**config.mk**
```make
export PLATFORM = sky130hd
export DESIGN_NAME = vprt_ctrl
export DESIGN_NICKNAME = d
export VERILOG_FILES = /design/src/hdl/vprt_pkg.sv /design/src/hdl/vprt_ctrl.sv
export SDC_FILE = /design/constraint.sdc
export NUM_CORES = 1
export LEC_CHECK = 0
export BUFFER_PORTS_ARGS = -buffer_cell sky130_fd_sc_hd__buf_2
export CORE_AREA = 2 2 39 41
export CTS_CLUSTER_SIZE = 40
export DETAILED_ROUTE_END_ITERATION = 6
export DIE_AREA = 0 0 41 43
export HOLD_SLACK_MARGIN = 0.08
export PLACE_DENSITY = 0.35
export SETUP_SLACK_MARGIN = 0.4
export SKIP_CTS_REPAIR_TIMING = 1
export SLEW_MARGIN = 20
export SYNTH_ARGS = -nofsm -noshare
export SYNTH_HDL_FRONTEND = slang
export SYNTH_SLANG_ARGS = --single-unit
```
**constraint.sdc**
```tcl
create_clock -name clk -period 3.57 [get_ports clk]
set_input_delay 0.1785 -clock clk [delete_from_list [all_inputs] [get_ports clk]]
set_output_delay 0.1785 -clock clk [all_outputs]
set_load 0.02 [all_outputs]
```
**src/hdl/vprt_pkg.sv**
```systemverilog
// ----------------------------------------------------------------------------
// vprt_pkg: shared definitions for the virtual page request table
// Field widths, default parameter values, outcome codes and the command and
// status groups exchanged between the controller and the datapath.
// ----------------------------------------------------------------------------
package vprt_pkg;

  localparam int TABLE_DIM_DEF = 64;
  localparam int SLOT_COLS_DEF = 16;
  localparam int SLOT_ROWS_DEF = 16;

  localparam int COORD_W    = 24;
  localparam int FRAC_W     = 16;
  localparam int OUTCOME_W  = 2;
  localparam int PAGE_OUT_W = 6;
  localparam int SLOT_OUT_W = 8;
  localparam int SXY_OUT_W  = 4;
  localparam int COUNT_W    = 32;
  localparam int FREE_OUT_W = 9;

  typedef enum logic [OUTCOME_W-1:0] {
    OUTCOME_RESIDENT  = 2'd0,
    OUTCOME_ALLOCATED = 2'd1,
    OUTCOME_DROPPED   = 2'd2
  } outcome_t;

  typedef struct packed {
    logic clear;
    logic capture;
    logic map;
    logic lookup;
    logic resolve;
    logic finish;
  } vprt_cmd_t;

  typedef struct packed {
    logic clear_last;
    logic hit;
    logic out_busy;
  } vprt_status_t;

endpackage

```
**src/hdl/vprt_ctrl.sv**
```systemverilog
// ----------------------------------------------------------------------------
// vprt_ctrl: request sequencer
// Steps each item through coordinate mapping, page table lookup, and then
// allocation, a drop when no slot is free, or a counter update, after running the table clear at reset.
// ----------------------------------------------------------------------------
module vprt_ctrl (
  input  logic                   clk,
  input  logic                   rst,
  input  logic                   in_valid,
  output logic                   in_ready,
  input  vprt_pkg::vprt_status_t status,
  output vprt_pkg::vprt_cmd_t    cmd
);

  typedef enum logic [2:0] {
    S_CLEAR,
    S_IDLE,
    S_MAP,
    S_ADDR,
    S_TABLE,
    S_COUNT
  } state_t;

  state_t state;

  assign in_ready = (state == S_IDLE);

  always_comb begin
    cmd         = '0;
    cmd.clear   = (state == S_CLEAR);
    cmd.capture = in_valid && in_ready;
    cmd.map     = (state == S_MAP);
    cmd.lookup  = (state == S_ADDR);
    cmd.resolve = (state == S_TABLE) && !status.out_busy;
    cmd.finish  = (state == S_COUNT) && !status.out_busy;
  end

  always_ff @(posedge clk) begin
    if (rst) begin
      state <= S_CLEAR;
    end else begin
      unique case (state)
        S_CLEAR: begin
          if (status.clear_last) begin
            state <= S_IDLE;
          end
        end
        S_IDLE: begin
          if (in_valid) begin
            state <= S_MAP;
          end
        end
        S_MAP: begin
          state <= S_ADDR;
        end
        S_ADDR: begin
          state <= S_TABLE;
        end
        S_TABLE: begin
          // A resident page still needs its use counter read and bumped.
          if (!status.out_busy) begin
            state <= status.hit ? S_COUNT : S_IDLE;
          end
        end
        S_COUNT: begin
          if (!status.out_busy) begin
            state <= S_IDLE;
          end
        end
        default: begin
          state <= S_CLEAR;
        end
      endcase
    end
  end

endmodule

```
==> metrics.txt <==
worst clock skew on the final layout 0.00452 ns; final-report setup violation count 0; Clock transition at path regs 0.04 ns; Storage cell area 60.1 um2; global-route wire length before repair 924 um; area grow syn2layout 44.7%; total number of vias 231; initial standard-cell utilization of the core 15.4%; post-synthesis share of cell area spent on xor and xnor gates 0%; synthesized netlist net count 32; count of nets left with antenna violations after detail routing 0; fraction of final layout cells with drive strength greater than 1 43.9%; HPWL after detailed placement 423 um; largest cells by area after synthesis sky130_fd_sc_hd__dfxtp_1, sky130_fd_sc_hd__nor2b_1, sky130_fd_sc_hd__a2111oi_2; final-report hold violation count 0; Bufs and invs on worst path 2; maximum buffer depth of the clock tree 2; fraction of power spent switching nets 30.3%; flop and latch count out of synthesis 3; post-synthesis cell type with the largest combined area sky130_fd_sc_hd__dfxtp_1; Yosys top cell area share 28.2%; CP required 3.39 ns; net switching power of the design 0.0000401 W; maximum level of the CTS H-tree 1; 1st-pass router iterations 1; post-route cell area 308 um2; flip-flop count of the largest register, all copies and words added 3; portion of the post-synthesis area used by sequential elements 28.2%; kind of start point of the critical path register; setup slack of the most critical reg-to-reg path 2.38 ns; final-stage net count 48; number of max-slew violations in the final report 0; cell internal pwr 0.0000923 W; remaining routing DRC violations 0; count of filler cells inserted in the layout 163; weighted congestion reported at the end of routability-driven placement 0.707; fmax 648 MHz; initial antenna violation count 0; Synth Area in Adders 0%; final global-route overflow total 0; final routed wire length divided by cell count 9.30 um; gate count of the mapped netlist 26; CTS tree built; total wirelength of the detailed-routed design 530 um; proportion of synthesized area in mux cells 4.71%; main combinational cell family by area after synthesis simple AND/OR/NAND/NOR gates; pin count of the biggest net entering global routing 11; Reg power frac 31.8%; Power per Cell Area 430 nW/um2; Via-to-Cell Ratio 4.05; RSZ-0062 raised after global routing no; number of I/O pins 13; number of port buffers 12; number of buffers inserted during clock tree synthesis 3; transition time at the pin with the least slew margin 0.298 ns; synthesized area divided by synthesized cell count 8.18 um2; proportion of power drawn by the clock network 45.1%; Worst IR Drop VDD 0.000134 V; row count 14; top register by number of flip-flops state; clk root buf sky130_fd_sc_hd__clkbuf_4; Worst Hold Class input port to register; Die W 41 um; largest fanout on the critical path 10; height of the chip 43 um; MaxCap Viol Count 0; endpoint type of the worst setup path primary output; Netlist cell types 16; yosys warns 0; outcome finished, final reports clean; die area 1760 um2; post-placement cell area 282 um2; core footprint 1380 um2; compound-gate portion of the synthesized area 14.1%; via count of the first global-routing pass 232; multi-input logic area 138 um2; cell chain of the critical path nor2b_1 -> nand2_1 -> inv_1 -> buf_2; number of sinks driven by the clock tree 3; tightest hold margin 0.142 ns; Relative slew margins 80.1%; Top Registers state x3; Total Neg Setup Slack 0 ns; slowest cell delay on critical path 0.48 ns; arrival time worst endpoint 1.37 ns; family of cells with the greatest summed delay on the critical path flip-flops; portion of the clock cycle consumed by the worst path in the final layout 43.2%; Setup Crit Path Kind register to primary output; Gate power share 23.1%; number of diodes added for antenna fixing 0; clock insertion delay at the later pin of the skew report 0.23 ns; share of synthesized cell area in and, or, nand and nor gates 45.9%; 1st-iter DRT viols 0; Global Route Usage Sum 8.33%; P_leak 0.157 nW; slowest stage cell on the critical path sky130_fd_sc_hd__dfxtp_1; final core utilization 22.2%; Min Clock Period, post-route 1.54 ns; cell area after synthesis 213 um2
-- worst paths after layout --
kind / start / endpoint / cells past startpoint
worst min-delay path: in_valid / state[0] / 2
worst max-delay path: state[0] / cmd[2] / 4
worst max register to register: state[0] / state[0] / 3
worst min register to register: state[2] / state[1] / 1
-- cells in the mapped netlist --
| cell type | number |
|---|---|
| sky130_fd_sc_hd__nor2b_1 | 4 |
| sky130_fd_sc_hd__dfxtp_1 | 3 |
| sky130_fd_sc_hd__nand2_1 | 3 |
| sky130_fd_sc_hd__nor3_1 | 2 |
| sky130_fd_sc_hd__nor3b_1 | 2 |
| sky130_fd_sc_hd__o21ai_0 | 2 |
| sky130_fd_sc_hd__a2111oi_2 | 1 |
| sky130_fd_sc_hd__a21oi_1 | 1 |
| sky130_fd_sc_hd__and2_1 | 1 |
| sky130_fd_sc_hd__and2b_2 | 1 |
| sky130_fd_sc_hd__and3b_2 | 1 |
| sky130_fd_sc_hd__buf_6 | 1 |
| sky130_fd_sc_hd__inv_1 | 1 |
| sky130_fd_sc_hd__mux2i_1 | 1 |
| sky130_fd_sc_hd__nor2_1 | 1 |
| sky130_fd_sc_hd__or4_1 | 1 |
-- layer usage --
| metal | vias to the layer above | part of all wire [%] | global-route usage [%] |
|---|---|---|---|
| li1 | 122 | - | - |
| met1 | 98 | 42 | 9.65 |
| met2 | 9 | 47 | 10.0 |
| met3 | 2 | 8.1 | 4.71 |
| met4 | 0 | 2.6 | 8.00 |
| met5 | - | 0 | 0 |
-- metrics by stage --
step / setup WS, ns / cells / total power, W
finish: 2.03 / 57 / 0.000132
global route: 1.91 / 57 / 0.000145
CTS: 2.01 / 57 / 0.000136
detailed placement: 2.27 / 53 / 0.0000738
global placement: 2.32 / 53 / 0.0000734
floorplan: 2.28 / 26 / 0.0000648
-- power groups by stage --
stage | sequential (W) | combinational, W | clock [W]
after floorplan | 0.0000391 | 0.0000257 | 0
after global placement | 0.0000423 | 0.0000311 | 0
after detailed placement | 0.0000426 | 0.0000313 | 0
after CTS | 0.0000420 | 0.0000313 | 0.0000625
after global routing | 0.0000429 | 0.0000340 | 0.0000679
final | 0.0000421 | 0.0000307 | 0.0000597
-- layout by cell type, fill, tap and decap left out --
master / Yosys / final
sky130_fd_sc_hd__o21ai_0: 2 / 2
sky130_fd_sc_hd__nor2_1: 1 / 1
sky130_fd_sc_hd__clkbuf_1: 0 / 1
sky130_fd_sc_hd__nor2b_1: 4 / 4
sky130_fd_sc_hd__a21oi_1: 1 / 1
sky130_fd_sc_hd__and2_1: 1 / 1
sky130_fd_sc_hd__clkbuf_4: 0 / 3
sky130_fd_sc_hd__mux2i_1: 1 / 1
sky130_fd_sc_hd__nand2_1: 3 / 3
sky130_fd_sc_hd__nor3b_1: 2 / 2
sky130_fd_sc_hd__nor3_1: 2 / 2
sky130_fd_sc_hd__and2b_2: 1 / 1
sky130_fd_sc_hd__or4_1: 1 / 1
sky130_fd_sc_hd__buf_2: 0 / 12
sky130_fd_sc_hd__and3b_2: 1 / 1
sky130_fd_sc_hd__dfxtp_1: 3 / 3
sky130_fd_sc_hd__a2111oi_2: 1 / 1
sky130_fd_sc_hd__inv_1: 1 / 1
-- layout make-up --
type                       instances  share of cell area, %
multi-input combinational         21                   44.7
sequential                         3                   19.5
timing repair buffer              12                   19.5
clock buffer                       4                   8.54
tap                               16                   6.50
inverter                           1                   1.22
-- cell families (layout without fill, tap and decap cells) --
| logic type | count (synthesis) | in the layout |
|---|---|---|
| multiplexers | 1 | 1 |
| AO/OA/AOI/OAI | 4 | 4 |
| flip-flops | 3 | 3 |
| AND/OR/NAND/NOR | 16 | 16 |
| buffers and inverters | 2 | 17 |
(Power assumes the default switching activity.)
